**src/wind_window_mean_mode_filter_top_assert.svh**
```systemverilog
// ----------------------------------------------------------------------------
// wind window filter assertion macros
// clocked assertion helpers used by the top-level rtl file
// ----------------------------------------------------------------------------
`ifndef WIND_WINDOW_MEAN_MODE_FILTER_TOP_ASSERT_SVH
`define WIND_WINDOW_MEAN_MODE_FILTER_TOP_ASSERT_SVH

// property checked on every clock edge outside reset
`define WWMF_ASSERT(lbl, prop, msg) \
  lbl: assert property (@(posedge clk) disable iff (!rst_n) (prop)) else $error(msg);

// property checked on every clock edge, reset included
`define WWMF_ASSERT_ALWAYS(lbl, prop, msg) \
  lbl: assert property (@(posedge clk) (prop)) else $error(msg);

`endif

```
**src/wwmf_pkg.sv**
```systemverilog
// ----------------------------------------------------------------------------
// wwmf_pkg
// shared widths and codes of the wind window filter
// ----------------------------------------------------------------------------
`timescale 1ns / 1ps

package wwmf_pkg;

  // sample and result width
  localparam int unsigned DATA_W = 8;

  // direction bins and their index width
  localparam int unsigned DIR_BINS = 8;
  localparam int unsigned BIN_W    = 3;

  // channel selector codes
  typedef enum logic {
    CMD_SPEED = 1'b0,
    CMD_DIR   = 1'b1
  } cmd_t;

endpackage

```
**src/wind_window_mean_mode_filter_top.sv**
```systemverilog
// ----------------------------------------------------------------------------
// wind_window_mean_mode_filter_top
// windowed mean of speed samples and windowed mode of direction samples
// ----------------------------------------------------------------------------
// Each item selects a channel: speed items return the floor of the mean of
// the last WINDOW speed samples, direction items return the most frequent
// position 0..7 among the last WINDOW direction samples (values of 8 or more
// are kept but not counted; ties go to the lower bin unless the higher bin
// equals the newest sample). Both windows read as zero after reset. One item
// is worked at a time. The ring is walked one entry per cycle through its
// single read port and the last read is folded in during the drain state
// that follows. A speed result then passes the reciprocal multiply step and
// the finish step into the output register, and the next item can be
// accepted in the cycle after it is loaded. A direction result passes eight
// bin compares and the finish step. The finish step waits while the output
// register still holds an unaccepted result. A new item is taken as soon as
// the sequencer is idle, even while a result still waits in the output
// register.
`timescale 1ns / 1ps

`include "wind_window_mean_mode_filter_top_assert.svh"

module wind_window_mean_mode_filter_top #(
  parameter int unsigned WINDOW = 8
) (
  input  logic                       clk,
  input  logic                       rst_n,
  input  logic                       in_valid,
  output logic                       in_ready,
  input  logic                       in_command,
  input  logic [wwmf_pkg::DATA_W-1:0] in_sample,
  output logic                       out_valid,
  input  logic                       out_ready,
  output logic [wwmf_pkg::DATA_W-1:0] out_filtered
);

  localparam int unsigned AW    = (WINDOW > 1) ? $clog2(WINDOW) : 1;
  localparam int unsigned SUM_W = $clog2(WINDOW * 255 + 1);
  localparam int unsigned CNT_W = $clog2(WINDOW + 1);
  localparam int unsigned DW    = wwmf_pkg::DATA_W;
  localparam int unsigned BW    = wwmf_pkg::BIN_W;
  localparam logic [AW-1:0]    LAST_IDX  = AW'(WINDOW - 1);
  localparam logic [BW-1:0]    LAST_BIN  = BW'(wwmf_pkg::DIR_BINS - 1);

  // reciprocal of WINDOW, exact floor for every window sum
  localparam int unsigned     RECIP_SH   = SUM_W + $clog2(WINDOW);
  localparam longint unsigned RECIP_FULL =
    ((64'd1 << RECIP_SH) + 64'(WINDOW) - 64'd1) / 64'(WINDOW);
  localparam logic [SUM_W:0]  RECIP      = (SUM_W + 1)'(RECIP_FULL);
  localparam int unsigned     PROD_W     = 2 * SUM_W + 1;

  typedef enum logic [2:0] {
    ST_IDLE,
    ST_SCAN,
    ST_DRAIN,
    ST_DIV,
    ST_BINS,
    ST_FIN
  } state_t;

  state_t               state_r;
  wwmf_pkg::cmd_t       cmd_r;
  logic [DW-1:0]        samp_r;
  logic [AW-1:0]        idx_r;
  logic                 tap_vld_r;
  logic [SUM_W-1:0]     sum_r;
  logic [DW-1:0]        quo_r;
  logic [BW-1:0]        step_r;
  logic [CNT_W-1:0]     cnt_r [wwmf_pkg::DIR_BINS];
  logic [CNT_W-1:0]     top_r;
  logic [BW-1:0]        best_r;
  logic                 out_valid_r;
  logic [DW-1:0]        out_filtered_r;

  logic                 accept;
  logic                 spd_wr;
  logic                 dir_wr;
  logic [DW-1:0]        spd_rd;
  logic [DW-1:0]        dir_rd;
  logic [DW-1:0]        tap;
  logic                 tap_counted;
  logic [BW-1:0]        cnt_addr;
  logic [CNT_W-1:0]     cnt_rd;
  logic [SUM_W-1:0]     alu_a;
  logic [SUM_W-1:0]     alu_b;
  logic [SUM_W-1:0]     alu_res;
  logic [PROD_W-1:0]    prod;
  logic [DW-1:0]        result;

  assign accept   = in_valid && in_ready;
  assign in_ready = (state_r == ST_IDLE);
  assign spd_wr   = accept && (wwmf_pkg::cmd_t'(in_command) == wwmf_pkg::CMD_SPEED);
  assign dir_wr   = accept && (wwmf_pkg::cmd_t'(in_command) == wwmf_pkg::CMD_DIR);

  // one ring per channel, both read at the scan index
  wwmf_ring #(.DEPTH(WINDOW), .AW(AW)) u_spd_ring (
    .clk     (clk),
    .rst_n   (rst_n),
    .wr_en   (spd_wr),
    .wr_data (in_sample),
    .rd_addr (idx_r),
    .rd_data (spd_rd)
  );

  wwmf_ring #(.DEPTH(WINDOW), .AW(AW)) u_dir_ring (
    .clk     (clk),
    .rst_n   (rst_n),
    .wr_en   (dir_wr),
    .wr_data (in_sample),
    .rd_addr (idx_r),
    .rd_data (dir_rd)
  );

  // tap of the channel in work
  assign tap         = (cmd_r == wwmf_pkg::CMD_DIR) ? dir_rd : spd_rd;
  assign tap_counted = (tap < DW'(wwmf_pkg::DIR_BINS));

  // bin counter port: tap value while scanning, bin index while ranking
  assign cnt_addr = (state_r == ST_BINS) ? step_r : tap[BW-1:0];
  assign cnt_rd   = cnt_r[cnt_addr];

  // window adder: accumulate the speed window one tap per cycle
  always_comb begin
    alu_a   = sum_r;
    alu_b   = SUM_W'(tap);
    alu_res = alu_a + alu_b;
  end

  // window sum times the reciprocal of WINDOW
  assign prod = PROD_W'(sum_r) * PROD_W'(RECIP);

  assign result = (cmd_r == wwmf_pkg::CMD_DIR) ? DW'(best_r) : quo_r;

  // sequencer, datapath registers and output register
  always_ff @(posedge clk) begin
    if (!rst_n) begin
      state_r     <= ST_IDLE;
      tap_vld_r   <= 1'b0;
      out_valid_r <= 1'b0;
    end else begin
      tap_vld_r <= (state_r == ST_SCAN);
      if (out_valid_r && out_ready && (state_r != ST_FIN)) begin
        out_valid_r <= 1'b0;
      end

      // fold in the tap read last cycle
      if (tap_vld_r) begin
        if (cmd_r == wwmf_pkg::CMD_DIR) begin
          if (tap_counted) begin
            cnt_r[cnt_addr] <= cnt_rd + CNT_W'(1);
          end
        end else begin
          sum_r <= alu_res;
        end
      end

      unique case (state_r)
        ST_IDLE: begin
          if (accept) begin
            cmd_r   <= wwmf_pkg::cmd_t'(in_command);
            samp_r  <= in_sample;
            idx_r   <= '0;
            sum_r   <= '0;
            quo_r   <= '0;
            for (int b = 0; b < wwmf_pkg::DIR_BINS; b++) begin
              cnt_r[b] <= '0;
            end
            state_r <= ST_SCAN;
          end
        end
        ST_SCAN: begin
          if (idx_r == LAST_IDX) begin
            state_r <= ST_DRAIN;
          end else begin
            idx_r <= idx_r + AW'(1);
          end
        end
        ST_DRAIN: begin
          if (cmd_r == wwmf_pkg::CMD_DIR) begin
            step_r  <= '0;
            state_r <= ST_BINS;
          end else begin
            state_r <= ST_DIV;
          end
        end
        ST_DIV: begin
          // floor of the window mean by reciprocal multiply
          quo_r   <= prod[RECIP_SH +: DW];
          state_r <= ST_FIN;
        end
        ST_BINS: begin
          // bin zero seeds the winner, later bins need more or a tie on newest
          if (step_r == '0) begin
            top_r  <= cnt_rd;
            best_r <= '0;
          end else if (cnt_rd > top_r) begin
            top_r  <= cnt_rd;
            best_r <= step_r;
          end else if ((cnt_rd == top_r) && (samp_r == DW'(step_r))) begin
            best_r <= step_r;
          end
          if (step_r == LAST_BIN) begin
            state_r <= ST_FIN;
          end else begin
            step_r <= step_r + BW'(1);
          end
        end
        ST_FIN: begin
          if (!out_valid_r || out_ready) begin
            out_valid_r    <= 1'b1;
            out_filtered_r <= result;
            state_r        <= ST_IDLE;
          end
        end
        default: begin
          state_r <= ST_IDLE;
        end
      endcase
    end
  end

  assign out_valid    = out_valid_r;
  assign out_filtered = out_filtered_r;

  // sequencer checks
  `WWMF_ASSERT(a_accept_leaves_idle, accept |=> (state_r == ST_SCAN),
               "accepted item did not start the ring scan")
  `WWMF_ASSERT(a_div_is_speed, (state_r == ST_DIV) |-> (cmd_r == wwmf_pkg::CMD_SPEED),
               "divide step on a direction item")
  `WWMF_ASSERT(a_bins_is_dir, (state_r == ST_BINS) |-> (cmd_r == wwmf_pkg::CMD_DIR),
               "bin ranking on a speed item")
  `WWMF_ASSERT(a_fin_loads_out, ((state_r == ST_FIN) && (!out_valid_r || out_ready)) |=>
               (out_valid_r && (state_r == ST_IDLE)),
               "finished result not moved to the output register")
  `WWMF_ASSERT_ALWAYS(a_reset_clears, !rst_n |=> (!out_valid_r && (state_r == ST_IDLE)),
                      "reset left a result or a busy sequencer")

endmodule

```
**src/wwmf_ring.sv**
```systemverilog
// ----------------------------------------------------------------------------
// wwmf_ring
// sample ring with write position, per-entry valid bits, registered read
// ----------------------------------------------------------------------------
`timescale 1ns / 1ps

module wwmf_ring #(
  parameter int unsigned DEPTH = 8,
  parameter int unsigned AW    = 3
) (
  input  logic                       clk,
  input  logic                       rst_n,
  input  logic                       wr_en,
  input  logic [wwmf_pkg::DATA_W-1:0] wr_data,
  input  logic [AW-1:0]              rd_addr,
  output logic [wwmf_pkg::DATA_W-1:0] rd_data
);

  localparam logic [AW-1:0] LAST_POS = AW'(DEPTH - 1);

  logic [wwmf_pkg::DATA_W-1:0] mem [DEPTH];
  logic [DEPTH-1:0]            vld_r;
  logic [AW-1:0]               pos_r;
  logic [wwmf_pkg::DATA_W-1:0] mem_q_r;
  logic                        vld_q_r;

  // storage write and registered read
  always_ff @(posedge clk) begin
    if (wr_en) begin
      mem[pos_r] <= wr_data;
    end
    mem_q_r <= mem[rd_addr];
  end

  // valid bits and write position, an unwritten entry reads as zero
  always_ff @(posedge clk) begin
    if (!rst_n) begin
      vld_r   <= '0;
      pos_r   <= '0;
      vld_q_r <= 1'b0;
    end else begin
      vld_q_r <= vld_r[rd_addr];
      if (wr_en) begin
        vld_r[pos_r] <= 1'b1;
        pos_r        <= (pos_r == LAST_POS) ? '0 : pos_r + AW'(1);
      end
    end
  end

  assign rd_data = vld_q_r ? mem_q_r : '0;

endmodule
```
**config.mk**
```make
export PLATFORM = sky130hd
export DESIGN_NAME = wind_window_mean_mode_filter_top
export DESIGN_NICKNAME = d
export VERILOG_FILES = /design/src/wwmf_pkg.sv /design/src/wind_window_mean_mode_filter_top.sv /design/src/wwmf_ring.sv
export VERILOG_INCLUDE_DIRS = /design/src /design/src/src
export SDC_FILE = /design/constraint.sdc
export NUM_CORES = 1
export LEC_CHECK = 0
export ABC_AREA = 0
export BUFFER_PORTS_ARGS = -buffer_cell sky130_fd_sc_hd__clkbuf_2
export CAP_MARGIN = 10
export CORE_MARGIN = 2
export CORE_UTILIZATION = 50
export DETAILED_ROUTE_END_ITERATION = 12
export PLACE_DENSITY_LB_ADDON = 0.08
export SYNTH_ARGS = -nofsm -noshare
export SYNTH_HDL_FRONTEND = slang
export SYNTH_SLANG_ARGS = --single-unit
export TNS_END_PERCENT = 20
```
**constraint.sdc**
```tcl
create_clock -name clk -period 5.6 [get_ports clk]
set_clock_uncertainty 0.2 [all_clocks]
set_input_delay 0.28 -clock clk [delete_from_list [all_inputs] [get_ports clk]]
set_output_delay 0.28 -clock clk [all_outputs]
set_load 0.02 [all_outputs]
```
==> results.toml, run 1 <==
[sta]
finalCritPeriodShare = 0.922
worstMarginPinSlew_ps = 1180
relSlewSlack = 0.195
setup_tns_ps = 0
fin_crit_ps = 5160
slew_viol_final = 0
rsz0062_at_grt = "no"
clock.fmax_mhz = 194
finalHoldViolations = 0
final-setup-viol-count = 0

[placed_design]
dpl.hpwl_um = 14800
portBuffers = 22
placed_area_mm2 = 0.0112
routabilityCongestion = 0.891

[global_routing]
antenna_found_initial = 0
grt_pass1_wl_um = 35000
grt_pass1_vias = 6117
grt_usage = 0.203
grt_max_degree = 47
grt_overflow = 0

[worst_hold_path]
hold_path_class = "in -> reg"
min_from = "in_sample[4]"

[floorplan]
core_mm2 = 0.0211
rows = 53
die_h_um = 151
die_area_mm2 = 0.0228
ios = 23
fp.dieW_um = 151
start_util = 0.512

[route]
first_iter_violations = 351
post_drt_wl_per_cell_um = 20.6
num_vias = 6340
vias_per_cell = 5.78
routed_wl_um = 22600
first_pass_iters = 5
ant_nets = 0
drc = 0

[synth]
synth_edf_count = 177
synthCells = 767
async_reset_ff_frac = 0
synth.ff_latch_count = 254
synth.top_cell.area_share = 0.492
ys_types = 70
synth_most_common_cell = "edfxtp_1"
synth_nets = 803
synth_commonest_cells = "177 x edfxtp_1, 77 x dfxtp_1, 58 x nand2_1"
synth_top_area_cell = "edfxtp_1"
synthesis.area_mm2 = 0.0108
synthTopCellsByArea = "edfxtp_1 49%, dfxtp_1 14%, mux4_2 7.9%"
synthFlopType = "edfxtp_1"
ys_seq_area_frac = 0.635
synth-warning-count = 0
avgSynthCellArea_um2 = 14.1

[setup_path]
startpoint = "cmd_r$_DFFE_PP_"
r2r-start = "cmd_r$_DFFE_PP_"
critPathLaunchType = "flop"
required_ps = 5650
critical_path.max_fanout = 23
arrival_ps = 5210
crit_path_end_kind = "flop"
worstSetupPathType = "reg -> reg"

[cts]
post_cts_resized = 0
cts-root-buf = "clkbuf_16"
clock_latency_ps = 540
cts_made_buffers = 27
post_cts_buffers = 0
cts_tree = "done"
ctsHoldBuffers = 8
clock_path_buffers = 3
path_clk_slew_ps = 60
htree_levels = 1
cts_sinks = 254

[layout]
drive_gt1_frac = 0.192
nFillCells = 1652
area_growth_pct = 13.5
antennaDiodeCount = 0
fin_area_mm2 = 0.0123
fin_nets = 837

[flow_run]
maxCapViolCount = 0

[pwr]
p_leak_nw = 4.28
p_per_area_mw_per_mm2 = 356
ir_drop_v = 0.000274

[run_status]
outcome = "finished clean"
==> final timing paths <==
path,endpoint,slack [ps],cells after the start
max,best_r[1]$_SDFFCE_PN0P_,440,10
min,u_spd_ring.mem[5][4]$_DFFE_PP_,20,1
max reg2reg,best_r[1]$_SDFFCE_PN0P_,440,10
min reg2reg,u_spd_ring.vld_r[6]$_SDFFE_PN0P_,260,1
==> stage by stage <==
step                cells  worst slack [ps]  utilization  hold slack [ps]  total power, mW
global route         1097              7.19        0.581             33.9             4.52
floorplan             767              1730            -              179             2.42
finish               1097               436        0.581             16.5             4.37
CTS                  1097               424        0.581             2.54             4.41
global placement     1039               734        0.532              241             2.54
detailed placement   1039               423        0.532              252             2.55
==> power breakdown <==
part	switching [mW]	internal (mW)
sequential	0.0523	2.08
clock	0.732	1.13
combinational	0.219	0.155
total	1.00	3.36
==> sequential cells by signal (all words and copies together), names as in the netlist, 3 cells and up <==
name,cells
alu_a,11
best_r,3
cnt_r,32
idx_r,3
out_filtered,8
quo_r,8
samp_r,8
state_r,3
step_r,3
top_r,4
u_dir_ring.mem,64
u_dir_ring.mem_q_r,8
u_dir_ring.pos_r,3
u_dir_ring.vld_r,8
u_spd_ring.mem,64
u_spd_ring.mem_q_r,8
u_spd_ring.pos_r,3
u_spd_ring.vld_r,8
==> cell usage in the layout, fill, tap and decap left out, types with 8 or more instances in the layout <==
| cell | n |
|---|---|
| and3_1 | 11 |
| nand2b_1 | 12 |
| o21a_1 | 18 |
| and2_1 | 8 |
| dfxtp_1 | 77 |
| inv_1 | 18 |
| mux4_2 | 38 |
| nor3_1 | 14 |
| buf_4 | 11 |
| o21ai_0 | 19 |
| dlygate4sd3_1 | 8 |
| nand2_1 | 58 |
| a211oi_1 | 12 |
| nand3_1 | 11 |
| a21oi_1 | 29 |
| ha_1 | 22 |
| mux2_2 | 19 |
| clkbuf_16 | 30 |
| mux2i_1 | 17 |
| a311oi_1 | 8 |
| edfxtp_1 | 177 |
| nor2b_1 | 17 |
| nor2_1 | 54 |
| clkbuf_2 | 22 |
==> kinds of logic (layout without fill, tap and decap cells) <==
kind of cell,Yosys count,after routing,synth area share
muxes,75,75,0.116
AOI/OAI and AO/OA,133,133,0.0896
DFF,254,254,0.635
adders and majority gates,23,23,0.0274
xor gates and xnor gates,9,9,0.00800
and+or+nand+nor,216,216,0.102
buffers and inverters,57,112,0.0213
==> cell type report <==
type	count	area, um^2	area share
flip-flops and latches	254	6860	0.559
inverters	21	78.8	0.00643
multi-input cells	456	3750	0.306
clock inverters	11	129	0.0105
clock buffers	39	828	0.0676
repair buffers	41	273	0.0223
well taps	275	344	0.0281
==> worst max-delay path, cell delays in order, from the launching register on <==
cell and delay (ps):
edfxtp_1 840, nand3_1 510, a31oi_1 660, mux4_2 590, mux2i_2 420, clkinv_1 390
ha_1 400, nand4_1 130, o21ai_0 100, a21oi_1 400, a41o_1 230
==> metal layers <==
| metal | vias to the layer above | track usage | wire length, um |
|---|---|---|---|
| met5 | - | 0 | 0 |
| met4 | 0 | 0.0542 | 544 |
| met3 | 39 | 0.0319 | 787 |
| met2 | 122 | 0.337 | 11000 |
| met1 | 3166 | 0.280 | 10300 |
| li1 | 3013 | - | - |
Power figures use the tool's default switching activity.
==> inputs of run 2 (changes only) <==
CORE_UTILIZATION = 62   (was 50)
==> run 2 against run 1 <==
Net effect: clock-buffer cell count is 9 lower; clock power hardly changed; highest routed layer unchanged; wire length is 2.0% lower; die area is 19% lower; global-route usage is 4.8 points higher; utilization is 13 points higher.
==> results.toml, run 2 (synthesized netlist as in run 1, its figures left out) <==
[run_status]
outcome = "finished clean"

[cts]
post_cts_resized = 0
ctsHoldBuffers = 6
cts-root-buf = "clkbuf_16"
cts_made_buffers = 26
cts_sinks = 254
clock_path_buffers = 3
path_clk_slew_ps = 60
htree_levels = 1
cts_tree = "done"
post_cts_buffers = 0
clock_latency_ps = 540

[layout]
fin_nets = 841
top_regs = "u_dir_ring.mem x64, u_spd_ring.mem x64, cnt_r x32"
area_growth_pct = 13.0
antennaDiodeCount = 0
most-common-layout-cells = "177 x edfxtp_1, 77 x dfxtp_1, 58 x nand2_1"
drive_gt1_frac = 0.188
fin_area_mm2 = 0.0122
nFillCells = 1170
final_common_cell = "edfxtp_1"

[pwr]
ir_drop_v = 0.000386
p_leak_nw = 4.28
p_per_area_mw_per_mm2 = 360

[floorplan]
start_util = 0.628
rows = 48
fp.dieW_um = 136
ios = 23
die_h_um = 136
die_area_mm2 = 0.0185
core_mm2 = 0.0172

[global_routing]
antenna_found_initial = 0
grt_max_degree = 39
grt_overflow = 0
grt_pass1_vias = 6338
grt_pass1_wl_um = 35300
grt_usage = 0.251

[sta]
finalCritPeriodShare = 0.863
fin_crit_ps = 4830
clock.fmax_mhz = 207
fin_ws_ps = 765
setup_tns_ps = 0
worstMarginPinSlew_ps = 1100
slew_viol_final = 0
rsz0062_at_grt = "no"
relSlewSlack = 0.257
final-setup-viol-count = 0
finalHoldViolations = 0

[setup_path]
worstSetupPathType = "reg -> reg"
required_ps = 5640
r2r_setup_slack_ps = 770
r2r_cells = 10
slowest_stage = "dfxtp_1"
slowest_delay_ps = 660
crit_chain = "or3b_4, a31oi_1, mux4_2, mux2i_2, clkinv_1, ha_1, nand4_1, o21ai_0, a21oi_1, a41o_1"
crit_path_end_kind = "flop"
r2r-start = "state_r[2]$_SDFFE_PN0P_"
rr_endpoint = "best_r[2]$_SDFFCE_PN0P_"
critPathLaunchType = "flop"
arrival_ps = 4870
critical_path.max_fanout = 17

[route]
first_iter_violations = 543
drc = 0
routed_wl_um = 22100
vias_per_cell = 6.11
first_pass_iters = 5
ant_nets = 0
post_drt_wl_per_cell_um = 21.1
num_vias = 6415

[worst_hold_path]
min_from = "in_sample[3]"
holdPathStages = 1
hold_path_class = "in -> reg"
hold_path_end = "u_spd_ring.mem[1][3]$_DFFE_PP_"

[placed_design]
portBuffers = 22
placed_area_mm2 = 0.0112
pre_cts_slack_ps = 809
routabilityCongestion = 0.952
dpl.hpwl_um = 14600

[flow_run]
maxCapViolCount = 0
-- run 2: worst max-delay path by stage --
stage	from	endpoint	cells past startpoint
5_1_grt	state_r[2]$_SDFFE_PN0P_	best_r[0]$_SDFFCE_PN0P_	10
4_1_cts	state_r[2]$_SDFFE_PN0P_	best_r[1]$_SDFFCE_PN0P_	10
3_3_place_gp	state_r[2]$_SDFFE_PN0P_	best_r[1]$_SDFFCE_PN0P_	10
2_1_floorplan	state_r[0]$_SDFFE_PN0P_	best_r[0]$_SDFFCE_PN0P_	11
6_report	state_r[2]$_SDFFE_PN0P_	best_r[2]$_SDFFCE_PN0P_	10
3_5_place_dp	state_r[2]$_SDFFE_PN0P_	best_r[2]$_SDFFCE_PN0P_	10
-- run 2: critical path, delay by kind of cell, from the launching register on --
family / cells / cell delay [ps]
AO/OA/AOI/OAI: 4 / 1220
multiplexers: 2 / 1010
AND/OR/NAND/NOR: 2 / 670
flip-flops: 1 / 660
adder cells (fa/ha/maj): 1 / 400
buffers and inverters: 1 / 370
-- run 2: final cells by class --
type,instances,area [um^2],share of cell area
clock inverters,18,265,0.0218
multi-input cells,456,3710,0.305
clock buffers,30,696,0.0570
repair buffers,46,302,0.0247
well taps,225,282,0.0231
flip-flops and latches,254,6860,0.562
inverters,21,78.8,0.00646
-- run 2: metal layers --
metal | wire length (um) | vias to the layer above | global-route usage
li1 | - | 3011 | -
met1 | 9570 | 3196 | 0.346
met2 | 11200 | 167 | 0.423
met3 | 833 | 41 | 0.0377
met4 | 535 | 0 | 0.0660
met5 | 0 | - | 0
-- run 2: where the power goes --
part / switching, mW / total [mW] / internal [mW]
Sequential: 0.0480 / 2.13 / 2.08
Clock: 0.714 / 1.88 / 1.17
Combinational: 0.220 / 0.376 / 0.157
-- run 2: stage by stage --
| stage | std cells | total power [mW] | utilization | hold WS, ps |
|---|---|---|---|---|
| 2_1_floorplan | 767 | 2.42 | - | 179 |
| 3_3_place_gp | 995 | 2.52 | 0.650 | 241 |
| 3_5_place_dp | 995 | 2.54 | 0.650 | 250 |
| 4_1_cts | 1049 | 4.41 | 0.710 | 3.65 |
| 5_1_grt | 1050 | 4.53 | 0.710 | 33.7 |
| 6_report | 1050 | 4.39 | 0.710 | 21.6 |
